$ cat config.mk
export PLATFORM = sky130hd
export DESIGN_NAME = dcr_udiv
export DESIGN_NICKNAME = d
export VERILOG_FILES = /design/src/rtl/dcr_pkg.sv /design/src/rtl/dcr_udiv.sv
export SDC_FILE = /design/constraint.sdc
export NUM_CORES = 1
export LEC_CHECK = 0
export ABC_CLOCK_PERIOD_IN_PS = 6500
export BUFFER_PORTS_ARGS = -buffer_cell sky130_fd_sc_hd__buf_2
export CAP_MARGIN = 20
export CORE_MARGIN = 2
export CORE_UTILIZATION = 67
export CTS_CLUSTER_SIZE = 25
export DETAILED_ROUTE_END_ITERATION = 6
export PLACE_DENSITY = 0.85
export REMOVE_ABC_BUFFERS = 1
export SYNTH_ARGS = -nofsm -noshare
export SYNTH_HDL_FRONTEND = slang
export SYNTH_SLANG_ARGS = --single-unit
export TNS_END_PERCENT = 1
$ cat constraint.sdc
create_clock -name aclk -period 6.5 [get_ports aclk]
set_input_delay 0.325 -clock aclk [delete_from_list [all_inputs] [get_ports aclk]]
set_output_delay 0.325 -clock aclk [all_outputs]
set_load 0.1 [all_outputs]
$ cat src/rtl/dcr_pkg.sv
`default_nettype none
// ----------------------------------------------------------------------------
// dcr_pkg: shared constants for the distance constraint relaxation pipeline
// Holds the fixed field widths, status codes and parameter defaults.
// ----------------------------------------------------------------------------
package dcr_pkg;

    localparam int REST_BITS   = 17;
    localparam int STIFF_BITS  = 9;
    localparam int STATUS_BITS = 2;

    localparam int FRAC_BITS_DEF    = 8;
    localparam int NEWTON_STEPS_DEF = 8;
    localparam int POS_BITS_DEF     = 18;

    localparam logic [STATUS_BITS-1:0] ST_CORRECTED = 2'd0;
    localparam logic [STATUS_BITS-1:0] ST_SLACK     = 2'd1;
    localparam logic [STATUS_BITS-1:0] ST_DROPPED   = 2'd2;

    function automatic int max_i(input int a, input int b);
        return (a > b) ? a : b;
    endfunction

endpackage : dcr_pkg
`default_nettype wire

$ cat src/rtl/dcr_udiv.sv
`default_nettype none
// ----------------------------------------------------------------------------
// dcr_udiv: pipelined unsigned restoring divider
// One quotient bit per register stage, with a sideband that travels along.
// ----------------------------------------------------------------------------
module dcr_udiv
    import dcr_pkg::*;
#(
    parameter int NW = 8,
    parameter int DW = 8,
    parameter int SW = 1
) (
    input  wire logic          aclk,
    input  wire logic          aresetn,
    input  wire logic          en,
    input  wire logic          in_valid,
    input  wire logic [NW-1:0] in_n,
    input  wire logic [DW-1:0] in_d,
    input  wire logic [SW-1:0] in_sb,
    output logic               out_valid,
    output logic [NW-1:0]      out_q,
    output logic [SW-1:0]      out_sb
);

    logic          v_reg  [NW];
    logic [DW-1:0] r_reg  [NW];
    logic [NW-1:0] n_reg  [NW];
    logic [NW-1:0] q_reg  [NW];
    logic [DW-1:0] d_reg  [NW];
    logic [SW-1:0] sb_reg [NW];

    logic          v_in  [NW];
    logic [DW-1:0] r_in  [NW];
    logic [NW-1:0] n_in  [NW];
    logic [NW-1:0] q_in  [NW];
    logic [DW-1:0] d_in  [NW];
    logic [SW-1:0] sb_in [NW];

    logic [DW-1:0] r_next [NW];
    logic [NW-1:0] q_next [NW];

    for (genvar s = 0; s < NW; s++) begin : g_stage
        if (s == 0) begin : g_first
            assign v_in[s]  = in_valid;
            assign r_in[s]  = '0;
            assign n_in[s]  = in_n;
            assign q_in[s]  = '0;
            assign d_in[s]  = in_d;
            assign sb_in[s] = in_sb;
        end else begin : g_rest
            assign v_in[s]  = v_reg[s-1];
            assign r_in[s]  = r_reg[s-1];
            assign n_in[s]  = n_reg[s-1];
            assign q_in[s]  = q_reg[s-1];
            assign d_in[s]  = d_reg[s-1];
            assign sb_in[s] = sb_reg[s-1];
        end

        always_comb begin
            logic [DW:0] r2;
            logic [DW:0] diff;
            logic        ge;
            r2   = {r_in[s], n_in[s][NW-1-s]};
            diff = r2 - {1'b0, d_in[s]};
            ge   = (r2 >= {1'b0, d_in[s]});
            r_next[s] = ge ? diff[DW-1:0] : r2[DW-1:0];
            q_next[s] = q_in[s];
            q_next[s][NW-1-s] = ge;
        end

        always_ff @(posedge aclk) begin
            if (!aresetn) begin
                v_reg[s] <= 1'b0;
            end else if (en) begin
                v_reg[s] <= v_in[s];
            end
        end

        always_ff @(posedge aclk) begin
            if (en) begin
                r_reg[s]  <= r_next[s];
                q_reg[s]  <= q_next[s];
                n_reg[s]  <= n_in[s];
                d_reg[s]  <= d_in[s];
                sb_reg[s] <= sb_in[s];
            end
        end
    end

    assign out_valid = v_reg[NW-1];
    assign out_q     = q_reg[NW-1];
    assign out_sb    = sb_reg[NW-1];

endmodule : dcr_udiv
`default_nettype wire

=== Word level (Yosys, flattened, before mapping) ===
Memory sizes are Yosys's and may differ from the RTL's.
Index checks and enable logic that the tools add are counted.

* Add/sub/neg operators: 8
* Bitwise gates (word level): 8
* Reductions and logical operators: 0
* Shift operators: 0
* Mux-type cells: 21
* Multiply operators: 0
* Div/mod/pow operators: 0
* Magnitude comparators: 8
* Eq/ne operators: 0

{| class="wikitable"
|+ Operators with widths
! kind !! number
|-
| $mux W8 || 8
|-
| $ge A9 B8 Y1 || 7
|-
| $sub A8 B8 Y8 || 7
|-
| $mux W1 || 13
|-
| $ge A1 B8 Y1 || 1
|-
| $or A1 B1 Y1 || 8
|-
| $sub A1 B8 Y8 || 1
|}

* Bits of input ports: 21
* Word-level logic and storage cells: 51
* Bits in read-only memories: 0
* Latch bits: 0
* Bits in writable memories: 272
* Memories: 6
* Flip-flop bits (word level): 0

{| class="wikitable"
|+ Memory list
! memory !! words !! width !! read ports !! clocked after Yosys merged registers in !! write ports !! line !! RTL
|-
| d_reg || 8 || 8 || 7 || 0 || 8 || dcr_udiv.sv:29 || <nowiki>logic [DW-1:0] d_reg [NW];</nowiki>
|-
| n_reg || 8 || 8 || 7 || 0 || 8 || dcr_udiv.sv:27 || <nowiki>logic [NW-1:0] n_reg [NW];</nowiki>
|-
| q_reg || 8 || 8 || 8 || 0 || 8 || dcr_udiv.sv:28 || <nowiki>logic [NW-1:0] q_reg [NW];</nowiki>
|-
| r_reg || 8 || 8 || 7 || 0 || 8 || dcr_udiv.sv:26 || <nowiki>logic [DW-1:0] r_reg [NW];</nowiki>
|-
| sb_reg || 8 || 1 || 8 || 0 || 8 || dcr_udiv.sv:30 || <nowiki>logic [SW-1:0] sb_reg [NW];</nowiki>
|-
| v_reg || 8 || 1 || 8 || 0 || 8 || dcr_udiv.sv:25 || <nowiki>logic v_reg [NW];</nowiki>
|}

=== Depth between registers and ports, before layout ===
Gate-level depths: netlist (run 1).

* Depth after elaboration: 4
* Gate-level depth with buffers: 9
* Depth with buffers taken out: 8

=== Worst setup path after synthesis (run 1) ===
No wires, ideal clock.

* Kind: reg-to-reg
* From: memory r_reg[4][2] (netlist: r_reg[2][2])
* To: memory r_reg[5][2] (netlist: r_reg[2][10]), data pin
* Period minus slack after synthesis: 2.171 ns
* Required time: 6.240 ns
* Path buffers: 0
* Path slack: 4.329 ns
* Stages on the path, launching flop included: 7
* Data arrival time: 1.912 ns
* Cell sequence: edfxtp_1 -> ha_1 -> a21o_1 -> a21oi_1 -> o21ai_0 -> a21boi_2 -> mux2_2

{| class="wikitable"
|+ RTL lines
! what !! line
|-
| from (decl) || dcr_udiv.sv:26
|}

==> reports/metrics.cfg, run 1 <==
[outcome]
status = finished clean

[power]
peakVddDrop_uv = 227
powerDensity_mw_per_mm2 = 369
p_leak_nw = 3.95

[routing]
drt-pass1-iter-count = 5
drc = 0
vias = 5045
ant_nets = 0
wl_per_cell_um = 16.5
wl_um = 14300
vias_per_cell = 5.80
drtIter0Drc = 460

[global_route]
grt.busiest_layer = met2
antenna_found_initial = 0
grt_max_degree = 113
grt_usage = 0.218
grt_pass1_vias = 5166
grtUsageMet2 = 0.406
grt.overflow.total = 0
met1_usage = 0.237
met3_usage = 0.0417
grt_pass1_wl_um = 23800

[synth]
synth_most_common_cell = edfxtp_1
synth_commonest_cells = 191 x edfxtp_1, 78 x inv_1, 58 x ha_1
synthMuxAreaShare = 0.0292
ys_types = 54
yosysWarnings = 0
synth_largest_area_cell = edfxtp_1
synth_area_mm2 = 0.00886
synth_edf_count = 191
ys_ff_latch = 192
yosys-top-cells-area = edfxtp_1 65%, ha_1 8.2%, inv_1 3.3%, o21ai_0 2.3%, mux2_2 1.9%
avgSynthCellArea_um2 = 13.9
syn_inst = 635
synth-simple-area-share = 0.0661
netlist.area_leader.share = 0.648
synth-compound-area-share = 0.102
synthAdderAreaFrac = 0.0955
synth_top_family_by_area = compound AO/OA/AOI/OAI gates
ys_async_sr_fraction = 0
ys_seq_area_frac = 0.650
synth_xor_xnor_area_share = 0.0208
synth_ff_type = edfxtp_1

[critical_path]
r2r_cells = 7
path_cells = inv_1, ha_1, a21oi_1, o21ai_0, a221oi_2, inv_1, o22a_1
critical_path_buf_inv_count = 2
critPathMostFrequentCell = inv_1
crit_required_ns = 6.68
path_max_fanout = 16
start_kind = flop
path_depth = 7
critPathMaxStageDelay_ns = 0.95
crit_type = flop to flop
endpoint_kind = flop
cp_top_family = compound AO/OA/AOI/OAI gates
crit_arrival_ns = 3.00
crit_slowest_cell = a221oi_2

[sta]
tns_ns = 0
min_period_ns = 2.82
final_hold_viol_count = 0
slew_headroom = 0.268
rsz0062_at_grt = false
slew_viol_final = 0
fmax_mhz = 354
period_share = 0.434
max_slew.worst_pin.slew_ns = 1.10
clock_skew_ns = 0.00653
setup_viol = 0

[die]
io_pins = 31
fp-row-count = 42
initial_utilization = 0.677
die_h_um = 119
core-area_mm2 = 0.0131
die_area_mm2 = 0.0142
die_w_um = 119

[clocking]
post_cts_buffers = 0
htreeDepth = 4
clock-root-buffer = clkbuf_16
cts_tree = done
clock_latency_ns = 0.42
holdBufCountCts = 0
clkTransAtPathRegs_ns = 0.07
cts_sinks = 192
cts_made_buffers = 17
clockBufferDepth = 2
post_cts_resized = 0

[final_layout]
n_antenna_cell = 0
final_cell_area_mm2 = 0.00981
layout.nets = 766
final_layout_size_suffix_gt1_frac = 0.128
nFillCells = 789
syn_to_final_growth_pct = 10.8

[place]
place_area_mm2 = 0.00922
place_congestion = 0.911
dpl.hpwl_um = 9930
portBuffers = 30

[worst_hold_path]
hold_depth = 1
min_path_type = input pin to flop

[flow_run]
maxCapViolations = 0

==> metrics by stage <==
step / hold slack (ns) / setup WS, ns / cells / util / total power, mW
2_1_floorplan: 0.400 / 4.25 / 631 / - / 2.36
3_3_place_gp: 0.400 / 4.08 / 838 / 0.704 / 2.53
3_5_place_dp: 0.405 / 3.81 / 838 / 0.704 / 2.59
4_1_cts: 0.0561 / 3.78 / 870 / 0.750 / 3.62
5_1_grt: 0.0583 / 3.47 / 870 / 0.750 / 3.80
6_report: 0.0766 / 3.68 / 870 / 0.750 / 3.62
==> worst paths after layout <==
kind,from,slack (ns),to
setup / recovery,d_reg[0][6],3.68,r_reg[0][15]
hold / removal,in_n[6],0.08,n_reg[0][6]
setup reg to reg,d_reg[0][6],3.68,r_reg[0][15]
hold reg to reg,q_reg[0][31],0.41,q_reg[1][7]
==> cell usage in the layout, fill, tap and decap left out, drive strengths merged, types with 11 or more instances in the layout <==
cell / Yosys / routed
edfxtp: 191 / 191
inv: 78 / 79
nand2: 33 / 33
buf: 1 / 31
nor2: 19 / 19
xnor2: 12 / 12
clkbuf: 3 / 24
ha: 58 / 58
o21ai: 43 / 43
mux2: 15 / 15
a21oi: 28 / 28
a21o: 14 / 14
nand2b: 11 / 11
and3: 12 / 12
==> cells by family (layout without fill, tap and decap cells) <==
logic type	after synthesis	count (layout)
buf+inv	83	142
simple gates	114	114
mux	24	24
xor+xnor	21	21
compound gates	137	137
fa+ha+maj	64	64
flops	192	192
==> report_power, final <==
group,switching (mW),internal [mW],total (mW)
logic,0.524,0.387,0.911
registers,0.0755,1.60,1.68
clock network,0.420,0.609,1.03
total,1.02,2.60,3.62
==> layout make-up <==
class | instances | area (µm²) | share of cell area
clock buffer | 24 | 492 | 0.0501
clock inverter | 8 | 105 | 0.0107
inverter | 79 | 298 | 0.0303
multi-input combinational | 360 | 2780 | 0.283
sequential | 192 | 5760 | 0.586
tap | 176 | 220 | 0.0224
timing repair buffer | 31 | 164 | 0.0167
==> layer usage <==
metal	wire length, µm	vias up
met5	0	-
met4	415	0
met3	463	36
met2	8050	136
met1	5390	2423
li1	-	2450
==> worst register-to-register path: stages, from the launching register on <==
cell and delay, ns:
edfxtp_1 0.37, inv_1 0.06, ha_1 0.37, a21oi_1 0.24, o21ai_0 0.21, a221oi_2 0.95
inv_1 0.15, o22a_1 0.24
Note: power is estimated with default switching activity, not from simulation.
==> run 2, diff against run 1 <==
ABC_CLOCK_PERIOD_IN_PS = 2550   (was 6500)
CORE_UTILIZATION = 56   (was 67)
PLACE_DENSITY = 0.76   (was 0.85)
clock period = 2.55 ns   (was 6.5 ns; I/O delays follow)
==> reports/metrics.cfg, run 2 (synthesized netlist as in run 1, its figures left out) <==
[routing]
ant_nets = 0  ; unchanged
wl_per_cell_um = 15.6  ; -5.3%
vias = 5100  ; +1.1%
drc = 0  ; unchanged
wl_um = 14500  ; +1.2%
vias_per_cell = 5.48  ; -5.4%
drt-pass1-iter-count = 5  ; unchanged
drtIter0Drc = 315  ; -32%

[final_layout]
layoutNonFillerInstCount = 930  ; +6.9%
syn_to_final_growth_pct = 13.7
mostFrequentLayoutCells = 191 x edfxtp_1, 78 x inv_1, 58 x ha_1
multiInputGateArea_mm2 = 0.00278  ; unchanged
final_layout_size_suffix_gt1_frac = 0.131  ; +0.00250
nFillCells = 1112  ; +41%
layout.nets = 792  ; +3.4%
n_antenna_cell = 0  ; unchanged
seq_area_mm2 = 0.00576  ; unchanged
final_common_cell = edfxtp_1

[sta]
max_slew.worst_pin.slew_ns = 0.672  ; -0.426 ns
slew_viol_final = 0  ; unchanged
clock_skew_ns = 0.0115  ; +0.00501 ns
min_period_ns = 2.30  ; -0.519 ns
rsz0062_at_grt = false
setup_viol = 0  ; unchanged
tns_ns = 0  ; unchanged
fmax_mhz = 434  ; +23%
period_share = 0.904  ; +0.469
slew_headroom = 0.552  ; +0.284
final_hold_viol_count = 0  ; unchanged

[global_route]
antenna_found_initial = 0  ; unchanged
grt_max_degree = 74  ; -35%
grt.busiest_layer = met2
grt.overflow.total = 0  ; unchanged
grtUsageMet2 = 0.356  ; -0.0492
grt_usage = 0.188  ; -0.0301
grt_pass1_vias = 5296  ; +2.5%
met3_usage = 0.0381  ; -0.00354
grt_pass1_wl_um = 23900  ; +0.46%
met1_usage = 0.193  ; -0.0445

[critical_path]
crit_slowest_cell = edfxtp_1
endpoint_kind = flop
rr_startpoint = r_reg[2][2]
critical_path_buf_inv_count = 0  ; -2
reg2reg_slack_ns = 0.25  ; -3.43 ns
path_max_fanout = 6  ; -10
start_kind = flop
cp_top_family = compound AO/OA/AOI/OAI gates
crit_type = flop to flop
crit_arrival_ns = 2.48  ; -0.52 ns
critPathMaxStageDelay_ns = 0.41  ; -0.54 ns
crit_required_ns = 2.73  ; -3.95 ns
worstReg2RegEnd = r_reg[2][12]
path_cells = ha_1, a21o_1, a21oi_1, o21ai_0, a21boi_2, mux2_2
r2r_cells = 6  ; -1

[clocking]
clock-root-buffer = clkbuf_16
clockBufferDepth = 2  ; unchanged
htreeDepth = 4  ; unchanged
cts_tree = done
cts_sinks = 192  ; unchanged
clkTransAtPathRegs_ns = 0.06  ; about the same
clock_latency_ns = 0.43  ; about the same
cts_made_buffers = 17  ; unchanged
post_cts_buffers = 0  ; unchanged

[power]
powerDensity_mw_per_mm2 = 905  ; +150%
p_leak_nw = 4.04  ; +2.5%
peakVddDrop_uv = 475  ; +110%

[place]
dpl.hpwl_um = 10400  ; +4.3%
portBuffers = 30  ; unchanged
place_congestion = 0.943  ; +3.5%
dp_cells = 881  ; +5.1%

[worst_hold_path]
min_path_type = input pin to flop
worstHoldStart = in_valid
hold_depth = 2  ; +1
hold_path_end = v_reg[0][0]

[outcome]
status = finished clean

[die]
io_pins = 31  ; unchanged
die_w_um = 130  ; +9.1%
die_h_um = 130  ; +9.1%
fp-row-count = 45  ; +7.1%
initial_utilization = 0.578  ; -0.0985
die_area_mm2 = 0.0168  ; +19%
core-area_mm2 = 0.0153  ; +17%

[flow_run]
maxCapViolations = 0  ; unchanged

==> run 2: changes by cell type in the layout (fill, tap and decap cells not counted), sizes merged <==
cell         previous run  this run
clkbuf                 24        21
dlygate4sd3             0        18
clkinv                  3         5
buf                    31        39
==> run 2: repair_timing <==
item | 4_1_cts | 5_1_grt
gates resized for setup | 0 | 0
hold endpoints to repair | 19 | 0
hold buffers | 18 | 0
==> run 2: stage by stage <==
step / power (mW) / setup WS (ns) / instance area [µm²] / hold slack [ns] / utilization
after CTS: 9.17 / 0.247 / 10100 / 0.0217 / 0.657
after detailed placement: 6.64 / 0.261 / 9330 / 0.306 / 0.609
after global placement: 6.56 / 0.319 / 9330 / 0.304 / 0.609
after global routing: 9.60 / 0.0334 / 10100 / 0.0424 / 0.657
after floorplan: 6.02 / 0.305 / 8830 / 0.226 / -
final: 9.11 / 0.245 / 10100 / 0.0380 / 0.657
==> run 2: routing by layer <==
layer	vias to the layer above	wire length, µm
met5	-	0
met3	39	372
met2	91	8240
li1	2491	-
met4	0	484
met1	2479	5410
==> run 2: how the worst max path moves through the flow <==
| stage | to | cells after the start | slack, ns | from |
|---|---|---|---|---|
| detailed placement | r_reg[2][6] | 7 | 0.26 | d_reg[1][11] |
| global route | r_reg[1][2] | 7 | 0.03 | d_reg[0][14] |
| finish | r_reg[2][12] | 6 | 0.25 | r_reg[2][2] |
| floorplan | r_reg[0][15] | 6 | 0.30 | r_reg[0][5] |
| CTS | r_reg[2][6] | 7 | 0.25 | d_reg[1][11] |
| global placement | r_reg[2][3] | 7 | 0.32 | d_reg[1][11] |
==> run 2: area by class of cell <==
cell class,instances,area share
well taps,211,0.0262
clock inverters,10,0.0113
repair buffers,57,0.0414
inverters,79,0.0296
flip-flops and latches,192,0.572
multi-input cells,360,0.276
clock buffers,21,0.0437
==> run 2: power breakdown <==
group          internal [mW]  switching (mW)  total (mW)
registers               4.08           0.187        4.27
logic                   1.03            1.31        2.34
clock network           1.43            1.06        2.50
==> run 3, diff against run 2 <==
ABC_AREA = 1   (was default)
==> reports/metrics.cfg, run 3 <==
[outcome]
status = finished clean

[final_layout]
n_antenna_cell = 0  ; unchanged
final_common_cell = nand2_1
mostFrequentLayoutCells = 265 x nand2_1, 191 x edfxtp_1, 163 x inv_1
syn_to_final_growth_pct = 12.1
post-route-util = 0.647  ; -0.0109
nFillCells = 1346  ; +21%
final_layout_size_suffix_gt1_frac = 0.0852  ; -0.0455
layoutNonFillerInstCount = 1229  ; +32%
layout.nets = 1081  ; +36%

[routing]
vias_per_cell = 5.07  ; -7.5%
wl_per_cell_um = 13.6  ; -13%
vias = 6235  ; +22%
drt-pass1-iter-count = 5  ; unchanged
wl_um = 16700  ; +15%
ant_nets = 0  ; unchanged
drtIter0Drc = 445  ; +41%
drc = 0  ; unchanged

[synth]
syn_inst = 932  ; +47%
synth_largest_area_cell = edfxtp_1
ys_async_sr_fraction = 0  ; unchanged
synthMuxAreaShare = 0  ; -0.0292
synth_commonest_cells = 265 x nand2_1, 191 x edfxtp_1, 163 x inv_1
synth-compound-area-share = 0.0156  ; -0.0867
synth_most_common_cell = nand2_1
synth_area_mm2 = 0.00964  ; +8.8%
synthAdderAreaFrac = 0.0878  ; -0.00773
synth_xor_xnor_area_share = 0.0173  ; -0.00350
ys_seq_area_frac = 0.597  ; -0.0526
yosysWarnings = 0  ; unchanged
avgSynthCellArea_um2 = 10.3  ; -26%
ys_ff_latch = 192  ; unchanged
synth_top_family_by_area = simple AND/OR/NAND/NOR gates
synth_edf_count = 191  ; unchanged
netlist.area_leader.share = 0.595  ; -0.0524
synth-simple-area-share = 0.211  ; +0.145
synth_ff_type = edfxtp_1
yosys-top-cells-area = edfxtp_1 60%, nand2_1 10%, ha_1 7.5%, inv_1 6.3%, nand3_1 4.8%
ys_types = 27  ; -50%

[critical_path]
r2r_cells = 9  ; +3
path_max_fanout = 9  ; +3
crit_arrival_ns = 2.21  ; -0.27 ns
crit_type = flop to flop
crit_required_ns = 2.74  ; about the same
endpoint_kind = flop
start_kind = flop
reg2reg_slack_ns = 0.53  ; +0.28 ns
rr_startpoint = d_reg[2][6]
worstReg2RegEnd = r_reg[2][15]

[worst_hold_path]
hold_depth = 3  ; +1
hold_path_end = v_reg[1][3]
worstHoldStart = en
min_path_type = input pin to flop

[clocking]
htreeDepth = 4  ; unchanged
cts_sinks = 192  ; unchanged
cts_tree = done
cts_made_buffers = 17  ; unchanged
post_cts_resized = 0  ; unchanged
clock-root-buffer = clkbuf_16
clock_latency_ns = 0.43  ; about the same
clkTransAtPathRegs_ns = 0.07  ; about the same
clockBufferDepth = 2  ; unchanged

[sta]
min_period_ns = 2.02  ; -0.284 ns
fmax_mhz = 495  ; +14%
slew_viol_final = 0  ; unchanged
clock_skew_ns = 0.0104  ; -0.00114 ns
tns_ns = 0  ; unchanged
slew_headroom = 0.584  ; +0.0323
rsz0062_at_grt = false
setup_viol = 0  ; unchanged
max_slew.worst_pin.slew_ns = 0.624  ; -0.0484 ns
final_hold_viol_count = 0  ; unchanged
period_share = 0.793  ; -0.111
hold_slack_ns = 0.182  ; +0.144 ns

[global_route]
grt_pass1_wl_um = 27800  ; +16%
grt_pass1_vias = 6051  ; +14%
grt.overflow.total = 0  ; unchanged
grt_max_degree = 116  ; +57%
grt_usage = 0.194  ; +0.00539
antenna_found_initial = 0  ; unchanged

[place]
dp_cells = 1178  ; +34%
portBuffers = 30  ; unchanged
place_congestion = 0.835  ; -12%
dpl.hpwl_um = 12100  ; +17%

[die]
initial_utilization = 0.577  ; -0.00133
die_h_um = 135  ; +4.2%
core-area_mm2 = 0.0167  ; +9.1%
fp-row-count = 47  ; +4.4%
die_w_um = 135  ; +4.2%
die_area_mm2 = 0.0183  ; +8.5%
io_pins = 31  ; unchanged

[power]
peakVddDrop_uv = 557  ; +17%
powerDensity_mw_per_mm2 = 891  ; -1.5%
p_leak_nw = 4.99  ; +24%

[flow_run]
maxCapViolations = 0  ; unchanged

==> run 3: routing by layer <==
metal  track usage  vias to the layer above  routed length (µm)
met1         0.244                     2881                7400
met2         0.336                      123                8420
met3        0.0408                       30                 612
met4        0.0637                        0                 248
met5             0                        -                   0
li1              -                     3201                   -
==> run 3: power by group <==
group / internal [mW] / switching (mW)
logic: 1.01 / 1.77
registers: 4.08 / 0.248
clock network: 1.31 / 1.20
==> run 3: final cells by class <==
type	instances	area (µm²)	area share
Timing Repair Buffer	53	402	0.0372
Clock inverter	14	123	0.0114
Multi-Input combinational cell	569	3190	0.296
Clock buffer	18	439	0.0407
Sequential cell	192	5760	0.533
Inverter	163	612	0.0567
Tap cell	220	275	0.0255
==> run 3: repair_timing <==
| item | CTS | global route |
|---|---|---|
| endpoints found under the hold margin | 19 | 0 |
| buffers inserted | 0 | 0 |
| hold buffers | 19 | 0 |
==> run 3: kinds of logic after synthesis <==
logic type	count (synthesis)
xor+xnor	19
fa+ha+maj	64
compound gates	30
buf+inv	171
flops	192
simple gates	456
==> run 3: worst max-delay path by stage <==
stage | end | depth (start not counted) | start
2_1_floorplan | r_reg[0][15] | 8 | r_reg[0][5]
3_3_place_gp | r_reg[0][13] | 9 | d_reg[0][2]
3_5_place_dp | r_reg[2][15] | 9 | d_reg[2][6]
4_1_cts | r_reg[2][15] | 9 | d_reg[2][6]
5_1_grt | r_reg[2][15] | 9 | d_reg[2][6]
6_report | r_reg[2][15] | 9 | d_reg[2][6]
==> run 3: per-stage QoR <==
stage | area [µm²] | setup WS [ns] | total power, mW
2_1_floorplan | 9560 | 0.838 | 6.43
3_3_place_gp | 10000 | 0.561 | 7.04
3_5_place_dp | 10000 | 0.556 | 7.13
4_1_cts | 10800 | 0.545 | 9.66
5_1_grt | 10800 | 0.367 | 10.2
6_report | 10800 | 0.529 | 9.62
==> run 3: worst max-delay path, cell delays in order, from the launching register on <==
cell and delay (ns):
edfxtp_1 0.40, inv_1 0.07, ha_1 0.35, nand2_1 0.09
nand2_1 0.07, a21oi_1 0.12, and2_1 0.44, nand2_8 0.11
nand2_1 0.09, nand2_1 0.05
